<file path="config.mk">
export PLATFORM = sky130hd
export DESIGN_NAME = length_prefixed_frame_deframer_flat
export DESIGN_NICKNAME = d
export VERILOG_FILES = /design/src/hdl/lpfd_pkg.sv /design/src/hdl/lpfd_channels.sv /design/src/hdl/length_prefixed_frame_deframer.sv /design/src/hdl/lpfd_controller.sv /design/src/hdl/lpfd_datapath.sv /design/src/flat_wrapper.sv
export SDC_FILE = /design/constraint.sdc
export NUM_CORES = 1
export LEC_CHECK = 0
export CORE_MARGIN = 3
export CORE_UTILIZATION = 34
export DETAILED_ROUTE_END_ITERATION = 8
export DONT_BUFFER_PORTS = 1
export PLACE_DENSITY = 0.51
export SYNTH_ARGS = -nofsm -noshare
export SYNTH_HDL_FRONTEND = slang
export SYNTH_HIERARCHICAL = 1
export SYNTH_SLANG_ARGS = --single-unit
</file>
<file path="constraint.sdc">
create_clock -name clk -period 16.45 [get_ports clk]
set_input_delay 3.29 -clock clk [delete_from_list [all_inputs] [get_ports clk]]
set_output_delay 3.29 -clock clk [all_outputs]
set_load 0.02 [all_outputs]
</file>
<file path="src/hdl/lpfd_pkg.sv">
// ----------------------------------------------------------------------------
// lpfd_pkg
// Shared types, constants and helpers of the length-prefixed frame deframer.
// ----------------------------------------------------------------------------
package lpfd_pkg;

  localparam int BYTE_W      = 8;
  localparam int MAX_PAYLOAD = 56;
  localparam int STORE_DEPTH = 64;
  localparam int LEN_LIMIT   = (MAX_PAYLOAD < STORE_DEPTH - 8) ? MAX_PAYLOAD : STORE_DEPTH - 8;
  localparam int PTR_W       = $clog2(STORE_DEPTH);
  localparam int CNT_W       = $clog2(STORE_DEPTH + 1);
  localparam int CFG_IDX_W   = 2;

  // Positions within a candidate frame, counted from the header byte.
  localparam int LEN_FIRST_POS  = 1;
  localparam int LEN_LAST_POS   = 4;
  localparam int TEXT_START_POS = 5;
  localparam int PAYLOAD_POS    = 6;

  typedef logic [BYTE_W-1:0] byte_t;
  typedef logic [BYTE_W:0]   wide_t;
  typedef logic [PTR_W-1:0]  ptr_t;
  typedef logic [CNT_W-1:0]  cnt_t;

  typedef enum logic [CFG_IDX_W-1:0] {
    REG_HEADER     = 2'd0,
    REG_TEXT_START = 2'd1,
    REG_TEXT_END   = 2'd2,
    REG_TRANS_END  = 2'd3
  } cfg_reg_t;

  localparam byte_t HDR_RESET = 8'h01;
  localparam byte_t STX_RESET = 8'h02;
  localparam byte_t ETX_RESET = 8'h03;
  localparam byte_t EOT_RESET = 8'h04;

  typedef enum logic [5:0] {
    PH_HUNT = 6'b000001,
    PH_LEN  = 6'b000010,
    PH_STX  = 6'b000100,
    PH_DATA = 6'b001000,
    PH_ETX  = 6'b010000,
    PH_EOT  = 6'b100000
  } phase_t;

  typedef enum logic [1:0] {
    OC_ADV    = 2'd0,
    OC_DROP   = 2'd1,
    OC_REJECT = 2'd2,
    OC_DONE   = 2'd3
  } outcome_t;

  typedef enum logic [4:0] {
    ST_IDLE    = 5'b00001,
    ST_RP_READ = 5'b00010,
    ST_RP_EVAL = 5'b00100,
    ST_EM_READ = 5'b01000,
    ST_EM_SEND = 5'b10000
  } ctrl_state_t;

  typedef struct packed {
    logic accept;
    logic eval_rdata;
    logic rd_replay;
    logic rd_emit;
    logic send;
    logic finish;
  } cmd_t;

  typedef struct packed {
    outcome_t outcome;
    logic     more_next;
    logic     out_free;
    logic     emit_last;
  } status_t;

  // Adds an offset to a store pointer, wrapping around the circular store.
  function automatic ptr_t ptr_add(ptr_t base, cnt_t off);
    logic [CNT_W:0] sum;
    sum = (CNT_W+1)'(base) + (CNT_W+1)'(off);
    if (sum >= (CNT_W+1)'(STORE_DEPTH)) begin
      sum = sum - (CNT_W+1)'(STORE_DEPTH);
    end
    return sum[PTR_W-1:0];
  endfunction

endpackage

</file>
<file path="src/hdl/lpfd_channels.sv">
// ----------------------------------------------------------------------------
// lpfd channels
// Valid/ready channels for incoming stream bytes and outgoing payload beats.
// ----------------------------------------------------------------------------
interface lpfd_byte_if;
  logic           valid;
  logic           ready;
  lpfd_pkg::byte_t stream_byte;

  modport source(output valid, output stream_byte, input ready);
  modport sink(input valid, input stream_byte, output ready);
endinterface

interface lpfd_result_if;
  logic           valid;
  logic           ready;
  lpfd_pkg::byte_t payload_byte;
  logic           frame_last;
  logic           frame_empty;

  modport source(output valid, output payload_byte, output frame_last,
                 output frame_empty, input ready);
  modport sink(input valid, input payload_byte, input frame_last,
               input frame_empty, output ready);
endinterface

</file>
<file path="src/hdl/length_prefixed_frame_deframer.sv">
// ----------------------------------------------------------------------------
// length_prefixed_frame_deframer
// Recovers header/length/text-start/payload/text-end/trans-end frames.
// ----------------------------------------------------------------------------
// A stream byte is taken every cycle while no burst or replay runs. When the
// closing byte of a valid frame arrives, intake pauses for one store read and
// then one payload beat per cycle (one beat marked empty for a zero-length
// frame), paced by the result channel. A false start replays the buffered
// candidate bytes after its header byte through the single store read port,
// each byte read and then evaluated, with intake paused. Up to 64 bytes are
// buffered in a circular store that needs no clearing after reset.
module length_prefixed_frame_deframer (
  input  logic                           clk,
  input  logic                           rst,
  lpfd_byte_if.sink                      stream,
  lpfd_result_if.source                  payload,
  input  logic                           cfg_wr_en,
  input  logic [lpfd_pkg::CFG_IDX_W-1:0] cfg_index,
  input  lpfd_pkg::byte_t                cfg_data
);

  lpfd_pkg::cmd_t    cmd;
  lpfd_pkg::status_t status;

  lpfd_controller u_controller (
    .clk          (clk),
    .rst          (rst),
    .stream_valid (stream.valid),
    .stream_ready (stream.ready),
    .status       (status),
    .cmd          (cmd)
  );

  lpfd_datapath u_datapath (
    .clk          (clk),
    .rst          (rst),
    .cfg_wr_en    (cfg_wr_en),
    .cfg_index    (cfg_index),
    .cfg_data     (cfg_data),
    .stream_byte  (stream.stream_byte),
    .res_valid    (payload.valid),
    .res_ready    (payload.ready),
    .payload_byte (payload.payload_byte),
    .frame_last   (payload.frame_last),
    .frame_empty  (payload.frame_empty),
    .cmd          (cmd),
    .status       (status)
  );

endmodule

</file>
<file path="src/hdl/lpfd_controller.sv">
// ----------------------------------------------------------------------------
// lpfd_controller
// Sequences byte intake, replay of buffered bytes and payload bursts.
// ----------------------------------------------------------------------------
module lpfd_controller (
  input  logic              clk,
  input  logic              rst,
  input  logic              stream_valid,
  output logic              stream_ready,
  input  lpfd_pkg::status_t status,
  output lpfd_pkg::cmd_t    cmd
);

  lpfd_pkg::ctrl_state_t state;
  lpfd_pkg::ctrl_state_t state_next;

  assign stream_ready = (state == lpfd_pkg::ST_IDLE);

  always_comb begin
    cmd        = '0;
    state_next = state;
    unique case (state)
      lpfd_pkg::ST_IDLE: begin
        if (stream_valid) begin
          cmd.accept = 1'b1;
          if (status.outcome == lpfd_pkg::OC_DONE) begin
            state_next = lpfd_pkg::ST_EM_READ;
          end else if (status.more_next) begin
            state_next = lpfd_pkg::ST_RP_READ;
          end
        end
      end
      lpfd_pkg::ST_RP_READ: begin
        cmd.rd_replay = 1'b1;
        state_next    = lpfd_pkg::ST_RP_EVAL;
      end
      lpfd_pkg::ST_RP_EVAL: begin
        cmd.eval_rdata = 1'b1;
        if (status.outcome == lpfd_pkg::OC_DONE) begin
          state_next = lpfd_pkg::ST_EM_READ;
        end else if (status.more_next) begin
          state_next = lpfd_pkg::ST_RP_READ;
        end else begin
          state_next = lpfd_pkg::ST_IDLE;
        end
      end
      lpfd_pkg::ST_EM_READ: begin
        cmd.rd_emit = 1'b1;
        state_next  = lpfd_pkg::ST_EM_SEND;
      end
      lpfd_pkg::ST_EM_SEND: begin
        if (status.out_free) begin
          cmd.send = 1'b1;
          if (status.emit_last) begin
            cmd.finish = 1'b1;
            state_next = status.more_next ? lpfd_pkg::ST_RP_READ : lpfd_pkg::ST_IDLE;
          end else begin
            cmd.rd_emit = 1'b1;
          end
        end
      end
      default: begin
        state_next = lpfd_pkg::ST_IDLE;
      end
    endcase
  end

  always_ff @(posedge clk) begin
    if (rst) begin
      state <= lpfd_pkg::ST_IDLE;
    end else begin
      state <= state_next;
    end
  end

endmodule

</file>
<file path="src/hdl/lpfd_datapath.sv">
// ----------------------------------------------------------------------------
// lpfd_datapath
// Circular byte store, frame parser, configuration registers and result beat.
// ----------------------------------------------------------------------------
module lpfd_datapath (
  input  logic                               clk,
  input  logic                               rst,
  input  logic                               cfg_wr_en,
  input  logic [lpfd_pkg::CFG_IDX_W-1:0]     cfg_index,
  input  lpfd_pkg::byte_t                    cfg_data,
  input  lpfd_pkg::byte_t                    stream_byte,
  output logic                               res_valid,
  input  logic                               res_ready,
  output lpfd_pkg::byte_t                    payload_byte,
  output logic                               frame_last,
  output logic                               frame_empty,
  input  lpfd_pkg::cmd_t                     cmd,
  output lpfd_pkg::status_t                  status
);

  lpfd_pkg::byte_t header_byte;
  lpfd_pkg::byte_t text_start_byte;
  lpfd_pkg::byte_t text_end_byte;
  lpfd_pkg::byte_t trans_end_byte;

  lpfd_pkg::byte_t store [lpfd_pkg::STORE_DEPTH];
  lpfd_pkg::byte_t rdata;

  lpfd_pkg::phase_t phase;
  lpfd_pkg::phase_t phase_next;
  lpfd_pkg::byte_t  frame_length;
  lpfd_pkg::byte_t  frame_length_next;
  logic             length_over;
  logic             length_over_next;
  lpfd_pkg::ptr_t   head;
  lpfd_pkg::ptr_t   head_next;
  lpfd_pkg::cnt_t   fill;
  lpfd_pkg::cnt_t   fill_next;
  lpfd_pkg::cnt_t   idx;
  lpfd_pkg::cnt_t   idx_next;
  lpfd_pkg::cnt_t   emit_count;
  lpfd_pkg::cnt_t   emit_count_next;
  lpfd_pkg::cnt_t   removed;

  lpfd_pkg::outcome_t outcome;
  lpfd_pkg::byte_t    eval_byte;
  logic               eval;
  logic               emit_last;
  lpfd_pkg::wide_t    data_end;
  lpfd_pkg::ptr_t     wr_addr;
  lpfd_pkg::ptr_t     rd_addr;
  lpfd_pkg::cnt_t     emit_off;

  always_ff @(posedge clk) begin
    if (rst) begin
      header_byte     <= lpfd_pkg::HDR_RESET;
      text_start_byte <= lpfd_pkg::STX_RESET;
      text_end_byte   <= lpfd_pkg::ETX_RESET;
      trans_end_byte  <= lpfd_pkg::EOT_RESET;
    end else if (cfg_wr_en) begin
      unique case (lpfd_pkg::cfg_reg_t'(cfg_index))
        lpfd_pkg::REG_HEADER:     header_byte     <= cfg_data;
        lpfd_pkg::REG_TEXT_START: text_start_byte <= cfg_data;
        lpfd_pkg::REG_TEXT_END:   text_end_byte   <= cfg_data;
        lpfd_pkg::REG_TRANS_END:  trans_end_byte  <= cfg_data;
        default: ;
      endcase
    end
  end

  assign eval      = cmd.accept | cmd.eval_rdata;
  assign eval_byte = cmd.accept ? stream_byte : rdata;
  assign data_end  = lpfd_pkg::wide_t'(frame_length)
                   + lpfd_pkg::wide_t'(lpfd_pkg::TEXT_START_POS);

  always_comb begin
    outcome           = lpfd_pkg::OC_ADV;
    phase_next        = phase;
    frame_length_next = frame_length;
    length_over_next  = length_over;
    unique case (phase)
      lpfd_pkg::PH_HUNT: begin
        if (eval_byte == header_byte) begin
          phase_next        = lpfd_pkg::PH_LEN;
          frame_length_next = '0;
          length_over_next  = 1'b0;
        end else begin
          outcome = lpfd_pkg::OC_DROP;
        end
      end
      lpfd_pkg::PH_LEN: begin
        if (idx == lpfd_pkg::cnt_t'(lpfd_pkg::LEN_FIRST_POS)) begin
          frame_length_next = eval_byte;
        end else if (eval_byte != '0) begin
          length_over_next = 1'b1;
        end
        if (idx >= lpfd_pkg::cnt_t'(lpfd_pkg::LEN_LAST_POS)) begin
          phase_next = lpfd_pkg::PH_STX;
        end
      end
      lpfd_pkg::PH_STX: begin
        if (eval_byte != text_start_byte || length_over
            || frame_length > lpfd_pkg::byte_t'(lpfd_pkg::LEN_LIMIT)) begin
          outcome = lpfd_pkg::OC_REJECT;
        end else if (frame_length == '0) begin
          phase_next = lpfd_pkg::PH_ETX;
        end else begin
          phase_next = lpfd_pkg::PH_DATA;
        end
      end
      lpfd_pkg::PH_DATA: begin
        if (lpfd_pkg::wide_t'(idx) >= data_end) begin
          phase_next = lpfd_pkg::PH_ETX;
        end
      end
      lpfd_pkg::PH_ETX: begin
        if (eval_byte != text_end_byte) begin
          outcome = lpfd_pkg::OC_REJECT;
        end else begin
          phase_next = lpfd_pkg::PH_EOT;
        end
      end
      lpfd_pkg::PH_EOT: begin
        if (eval_byte != trans_end_byte) begin
          outcome = lpfd_pkg::OC_REJECT;
        end else begin
          outcome = lpfd_pkg::OC_DONE;
        end
      end
      default: begin
        outcome = lpfd_pkg::OC_REJECT;
      end
    endcase
  end

  assign emit_last = (frame_length == '0)
                   || (lpfd_pkg::byte_t'(emit_count) + lpfd_pkg::byte_t'(1) == frame_length);

  always_comb begin
    head_next       = head;
    idx_next        = idx;
    emit_count_next = emit_count;
    removed         = '0;
    if (eval) begin
      unique case (outcome) inside
        lpfd_pkg::OC_ADV: idx_next = idx + lpfd_pkg::cnt_t'(1);
        lpfd_pkg::OC_DROP,
        lpfd_pkg::OC_REJECT: begin
          head_next = lpfd_pkg::ptr_add(head, lpfd_pkg::cnt_t'(1));
          idx_next  = '0;
          removed   = lpfd_pkg::cnt_t'(1);
        end
        lpfd_pkg::OC_DONE: ;
        default: ;
      endcase
    end
    if (cmd.finish) begin
      head_next       = lpfd_pkg::ptr_add(head, idx + lpfd_pkg::cnt_t'(1));
      idx_next        = '0;
      removed         = idx + lpfd_pkg::cnt_t'(1);
      emit_count_next = '0;
    end else if (cmd.send) begin
      emit_count_next = emit_count + lpfd_pkg::cnt_t'(1);
    end
    fill_next = fill + lpfd_pkg::cnt_t'(cmd.accept) - removed;
  end

  assign status.outcome   = outcome;
  assign status.more_next = (idx_next < fill_next);
  assign status.out_free  = !res_valid || res_ready;
  assign status.emit_last = emit_last;

  assign emit_off = lpfd_pkg::cnt_t'(lpfd_pkg::PAYLOAD_POS) + emit_count
                  + lpfd_pkg::cnt_t'(cmd.send);
  assign wr_addr  = lpfd_pkg::ptr_add(head, fill);
  assign rd_addr  = cmd.rd_emit ? lpfd_pkg::ptr_add(head, emit_off)
                                : lpfd_pkg::ptr_add(head, idx);

  always_ff @(posedge clk) begin
    if (cmd.accept) begin
      store[wr_addr] <= stream_byte;
    end
    if (cmd.rd_replay || cmd.rd_emit) begin
      rdata <= store[rd_addr];
    end
  end

  always_ff @(posedge clk) begin
    if (rst) begin
      phase        <= lpfd_pkg::PH_HUNT;
      frame_length <= '0;
      length_over  <= 1'b0;
      head         <= '0;
      fill         <= '0;
      idx          <= '0;
      emit_count   <= '0;
    end else begin
      head       <= head_next;
      fill       <= fill_next;
      idx        <= idx_next;
      emit_count <= emit_count_next;
      if (eval) begin
        frame_length <= frame_length_next;
        length_over  <= length_over_next;
        if (outcome == lpfd_pkg::OC_REJECT) begin
          phase <= lpfd_pkg::PH_HUNT;
        end else begin
          phase <= phase_next;
        end
      end else if (cmd.finish) begin
        phase <= lpfd_pkg::PH_HUNT;
      end
    end
  end

  always_ff @(posedge clk) begin
    if (rst) begin
      res_valid <= 1'b0;
    end else if (cmd.send) begin
      res_valid <= 1'b1;
    end else if (res_ready) begin
      res_valid <= 1'b0;
    end
  end

  always_ff @(posedge clk) begin
    if (cmd.send) begin
      payload_byte <= (frame_length == '0) ? '0 : rdata;
      frame_last   <= emit_last;
      frame_empty  <= (frame_length == '0);
    end
  end

endmodule

</file>
<file path="src/flat_wrapper.sv">
// flat-port wrapper written by rule: the top's interface ports become plain ports
module length_prefixed_frame_deframer_flat 
  (clk, rst, cfg_wr_en, cfg_index, cfg_data, stream_valid, stream_stream_byte, stream_ready, payload_valid, payload_payload_byte, payload_frame_last, payload_frame_empty, payload_ready);
  lpfd_byte_if stream_i ();
  lpfd_result_if payload_i ();
  input  logic clk;
  input  logic rst;
  input  logic cfg_wr_en;
  input  logic [lpfd_pkg::CFG_IDX_W-1:0] cfg_index;
  input  lpfd_pkg::byte_t cfg_data;
  input wire logic [$bits(stream_i.valid)-1:0] stream_valid;
  input wire logic [$bits(stream_i.stream_byte)-1:0] stream_stream_byte;
  output wire logic [$bits(stream_i.ready)-1:0] stream_ready;
  output wire logic [$bits(payload_i.valid)-1:0] payload_valid;
  output wire logic [$bits(payload_i.payload_byte)-1:0] payload_payload_byte;
  output wire logic [$bits(payload_i.frame_last)-1:0] payload_frame_last;
  output wire logic [$bits(payload_i.frame_empty)-1:0] payload_frame_empty;
  input wire logic [$bits(payload_i.ready)-1:0] payload_ready;
  assign stream_i.valid = stream_valid;
  assign stream_i.stream_byte = stream_stream_byte;
  assign stream_ready = stream_i.ready;
  assign payload_valid = payload_i.valid;
  assign payload_payload_byte = payload_i.payload_byte;
  assign payload_frame_last = payload_i.frame_last;
  assign payload_frame_empty = payload_i.frame_empty;
  assign payload_i.ready = payload_ready;
  length_prefixed_frame_deframer u_core (.clk(clk), .rst(rst), .stream(stream_i), .payload(payload_i), .cfg_wr_en(cfg_wr_en), .cfg_index(cfg_index), .cfg_data(cfg_data));
endmodule
</file>
# Word-level counts from Yosys, hierarchy flattened
# Memories as Yosys holds them, arrays and structs flattened. A register that Yosys moved wholly into a read port is not among the register bits.
# Cells that the tools add are included.
[totals]
mem_count = 1
out_inout_bits = 12
ram_bits = 512
wordCells = 167
in_bits = 23
reg_bits = 90
[classes]
add_sub_neg = 18
reduce_logical = 26
muxes = 59
n_bitwise = 1
order_cmp = 9
eq_ne = 37
[mem_list]
columns = ["memory", "depth", "word_bits", "read_ports", "rd_clocked_by_memory_dff", "wr", "line", "source"]
rows = [
  ["u_core.u_datapath.store", 64, 8, 1, 1, 1, "lpfd_datapath.sv:26", "lpfd_pkg::byte_t store [lpfd_pkg::STORE_DEPTH];"],
]
[ops]
columns = ["operator", "count"]
rows = [
  ["2-to-1 mux 6 bit", 17],
  ["adder 6 x 7 -> 8 bit", 4],
  ["greater-or-equal comparator 8 x 7 -> 1 bit (second input constant)", 4],
  ["2-to-1 mux 5 bit", 6],
  ["case mux 6 bit (5 select lines)", 1],
  ["subtractor 6 x 1 -> 6 bit (second input constant)", 5],
  ["case mux 5 bit (5 select lines)", 1],
  ["2-to-1 mux 8 bit", 3],
  ["inequality test 8 bit", 3],
  ["2-to-1 mux 7 bit", 3],
  ["inequality test 4 bit (second input constant)", 5],
  ["2-to-1 mux 1 bit", 17],
  ["== test 8 bit", 2],
  ["case mux 8 bit (2 select lines)", 1],
  ["adder 7 x 1 -> 7 bit", 2],
  ["adder 7 x 1 -> 7 bit (second input constant)", 2],
  ["case mux 7 bit (2 select lines)", 1],
  ["inequality test 2 bit (second input constant)", 6],
  ["case mux 2 bit (5 select lines)", 1],
  ["AND reduction 2 bit", 5],
  ["adder 8 x 3 -> 9 bit (second input constant)", 1],
  ["greater-or-equal comparator 7 x 9 -> 1 bit", 1],
  ["adder 7 x 1 -> 8 bit (second input constant)", 1],
  ["== test 2 bit (second input constant)", 4],
  ["other kinds (38)", 54],
]

# Longest topological paths before layout
[logic_depth]
word_depth = 19
ltp_mapped = 31
mapped_depth_nobuf = 29

# By module
# The synthesis kept the hierarchy.
[by_module_without_submodules]
columns = ["mod", "area_each_um2", "cells_each", "seq_area_each_um2", "instances"]
rows = [
  ["lpfd_datapath", 25801.0, 1521, 17416.7, 1],
  ["lpfd_controller", 424.2, 50, 100.1, 1],
]

# Worst setup path before layout
# No wires, ideal clock.
[synth_path]
kind = "input to register"
startpoint = "in stream_valid"
endpoint = "reg u_core.u_controller.state[0]"
required_ns = 16.328
n_path_buf = 1
setup_slack_ns = 7.872
stages = 29
setup_ns = 0.122
t_arrival_ns = 8.456
cell_sequence = "and3_1 > buf_6 > mux2i_4 > xnor2_1 > nor4_1 > nand4_1 > a31oi_2 > nand2_1 > ha_1 > nor2_1 > nor2_1 > a21oi_1 > ha_1 > inv_1 > ha_1 > fa_1 > a21oi_1 > nor2_1 > nor2_1 > o21bai_1 > a21oi_1 > xnor2_1 > ha_1 > a21oi_1 > o21a_1 > a21oi_1 > o211ai_1 > o211ai_2 > o32a_1"
[synth_lines]
columns = ["item", "line", "source"]
rows = [
  ["start: declaration", "flat_wrapper.sv:11", "input wire logic [$bits(stream_i.valid)-1:0] stream_valid;"],
  ["end signal: assignment", "lpfd_controller.sv:70", "state <= lpfd_pkg::ST_IDLE;"],
  ["end signal: assignment", "lpfd_controller.sv:72", "state <= state_next;"],
  ["end: declaration", "lpfd_controller.sv:14", "lpfd_pkg::ctrl_state_t state;"],
]

==> qor.csv <==
metric,value,unit
critical path startpoint category,input port,
largest net degree at the start of global routing,69,
initial antenna violation count,0,
Post-Place Cells,2541,
CTS Buffer Depth,3,
"Reg clk slew, reported paths",0.06,ns
ANT cells,0,
final setup violation count,0,
total die area,80500,sq um
CTS tree,done,
H-tree depth,3,
DR WL/cell,23.5,um
Ports,35,
crit path capture type,flip-flop,
Tmin final,9.27,ns
gr ovfl total,0,
layout cells sized above 1,18.0,%
CTS buffer count,67,
Final ANT Viol Nets,0,
"Max FO, Critical Path",22,
Setup Skew,0.0234,ns
final setup TNS,0,ns
outcome,"finished, final reports clean",
Worst EP required,16.93,ns
post-CTS resize count,0,
DR vias/cell,5.17,
chip height,284,um
clock sinks,610,
area grow syn2layout,12.1,%
RSZ-0062 raised after global routing,false,
Hold Fails Final Rpt,0,
Max-slew headroom,27.7,%
Root Buffer,clkbuf_16,
Initial Util,34.4,%
Achievable Freq,108,MHz
Clock Latency Late Sink,0.60,ns
WS Path Type,in -> reg,
row count,101,
global-route wire length before repair,94.0,mm
Final Non-Filler Cells,2659,
Worst VDD drop,0.0766,mV
"flops & latches, synth",610,
Mapped Area,26200,sq um
Port-buffer cells,0,
Cell variety after synth,67,
leakage power,0.00945,uW
Syn Area/Cell,16.7,sq um
type of the most critical hold path,reg -> reg,
actual slew at the worst max-slew pin,1.08,ns
final WL,62.4,mm
via count,13700,
Syn Nets,1649,
post-CTS setup repair buffer count,0,
GRT Total Usage,15.6,%
DRT Pass-1 Iters,5,
synthesized instance count,1571,
vias in the first global route,14100,
Die Wd,284,um
max-slew violation count,0,
power per cell area,136,nW/um^2
CP arrival,9.75,ns
routability cong.,0.825,
synth warn,6,
ys async rst share,0,%
core area,76200,sq um
FF-to-FF path depth,27,
"EDFF count, synth",530,
1st-iter DRT viols,1096,
cts hold-fix bufs,0,
Hold Path Stages,2,
Nets,1658,
ys flop type,edfxtp_1,
max cap viols,0,
number of remaining DRC errors,0,
post-route clock period utilization,56.4,%
"Seq/Total Area, Yosys",66.8,%
final HPWL from detailed placement,38.7,mm
[state kept, by name, summed over array words and instances, names as in the netlist, 8 cells and up]
name	cells
u_core/u_datapath/frame_length	8
u_core/u_datapath/trans_end_byte	8
u_core/u_datapath/store	512
u_core/u_datapath/text_end_byte	8
u_core/u_datapath/rdata	8
u_core/u_datapath/header_byte	8
u_core/u_datapath/payload_byte	8
u_core/u_datapath/text_start_byte	8
[layout make-up]
cell class	instances	area, sq um
Tap cell	1030	1290
Clock buffer	86	1810
Timing Repair Buffer	12	90.1
Fill cell	7015	46800
Clock inverter	32	265
Sequential cell	610	17500
Multi-Input combinational cell	852	8280
Inverter	37	139
[critical path, cell delays in order]
cell and delay (ns):
and3_2 0.68, mux2i_4 0.47, xnor2_1 0.12, nor4_1 0.52
a21oi_1 0.15, a31oi_2 0.21, nand2_1 0.17, ha_1 0.31
nor2_1 0.07, nor2_1 0.49, a21oi_1 0.09, ha_1 0.31
inv_1 0.04, ha_1 0.20, fa_1 0.47, a21oi_1 0.15
nor2_1 0.05, nor2_1 0.15, xnor2_1 0.12, ha_1 0.22
a2111oi_0 0.46, o21a_1 0.27, a21oi_1 0.06, o211ai_1 0.25
o211ai_2 0.17, o32a_1 0.21
[routing by layer]
metal / vias up / track usage (%) / wire [um]
met5: - / 0 / 0
met4: 0 / 4.08 / 1350
met3: 93 / 3.35 / 2980
met2: 283 / 24.6 / 29500
met1: 7245 / 22.0 / 28500
li1: 6126 / - / -
[synthesized netlist by cell type (3+ instances only)]
library cell,count,share of area (%)
buf_6,4,0.17
o21bai_1,6,0.17
nand3b_1,6,0.17
nor3_1,13,0.25
o211ai_1,6,0.17
buf_1,3,0.043
clkbuf_1,44,0.63
buf_2,20,0.38
a211oi_1,9,0.26
nor2b_1,20,0.48
a21oi_1,59,1.1
nand4_1,10,0.24
inv_1,37,0.53
and3_1,5,0.12
nand2b_1,6,0.14
o21ai_0,19,0.36
mux2i_1,37,1.4
xnor2_1,62,2.1
and2_1,13,0.31
fa_1,4,0.31
mux4_2,160,14
a211o_1,3,0.10
mux2i_4,6,0.52
a31oi_1,4,0.095
ha_1,51,2.4
nand3_1,14,0.27
nand4b_1,4,0.13
edfxtp_1,530,61
xor2_1,24,0.80
or2_2,3,0.072
dfxtp_1,80,6.1
o21a_1,3,0.086
nor4_1,10,0.24
nand2_1,75,1.1
nor3b_1,3,0.086
nor4b_1,4,0.13
a22oi_1,3,0.086
nor2_1,166,2.4
a21o_1,9,0.26
[kinds of logic (layout without fill, tap and decap cells)]
kind of cell | Yosys count | count (layout) | share of synthesized area [%]
flip-flops | 610 | 610 | 66.8
AND/OR/NAND/NOR | 368 | 368 | 6.67
XOR/XNOR | 86 | 86 | 2.87
buffers and inverters | 109 | 167 | 1.78
AO/OA/AOI/OAI | 137 | 137 | 3.33
multiplexers | 206 | 206 | 15.8
adder cells (fa/ha/maj) | 55 | 55 | 2.74
[report_power, final]
| group | internal, uW | switching (uW) |
|---|---|---|
| Combinational | 364 | 449 |
| Clock | 828 | 600 |
| Sequential | 1740 | 31.0 |
| Total | 2930 | 1080 |
[cell usage in the layout (no fill, tap or decap), types with 9 or more instances in the layout]
cell type	synthesis	layout
clkbuf_16	0	69
nor2_1	166	166
clkbuf_1	44	15
nand3_1	14	14
and2_1	13	13
mux2i_1	37	37
nor2b_1	20	20
mux4_2	160	160
a21o_1	9	9
xor2_1	24	24
inv_1	37	37
nor4_1	10	10
clkinv_1	0	14
edfxtp_1	530	530
ha_1	51	50
a211oi_1	9	9
buf_4	1	12
dfxtp_1	80	80
nand4_1	10	10
nand2_1	75	75
nor3_1	13	13
a21oi_1	59	59
xnor2_1	62	59
clkinv_2	0	10
o21ai_0	19	19
[worst paths after layout]
kind / from / end / slack (ns)
worst max-delay path: stream_valid / u_core/u_controller/state[0] / 7.18
worst min register to register: u_core/u_datapath/trans_end_byte[6] / u_core/u_datapath/trans_end_byte[6] / 0.47
worst min-delay path: u_core/u_datapath/trans_end_byte[6] / u_core/u_datapath/trans_end_byte[6] / 0.47
worst max register to register: u_core/u_controller/state[0] / u_core/u_controller/state[0] / 8.88
[per-stage QoR]
step	hold slack, ns	total power (uW)	worst slack (ns)	cell area, sq um	utilization, %
final	0.471	4010	7.18	29400	38.6
after global placement	0.466	2630	6.80	27300	35.9
after global routing	0.497	4200	6.63	29400	38.6
after floorplan	0.438	2400	7.87	26200	-
after CTS	0.476	4070	7.25	29400	38.6
after detailed placement	0.463	2630	6.63	27300	35.9
(Power assumes the default switching activity.)
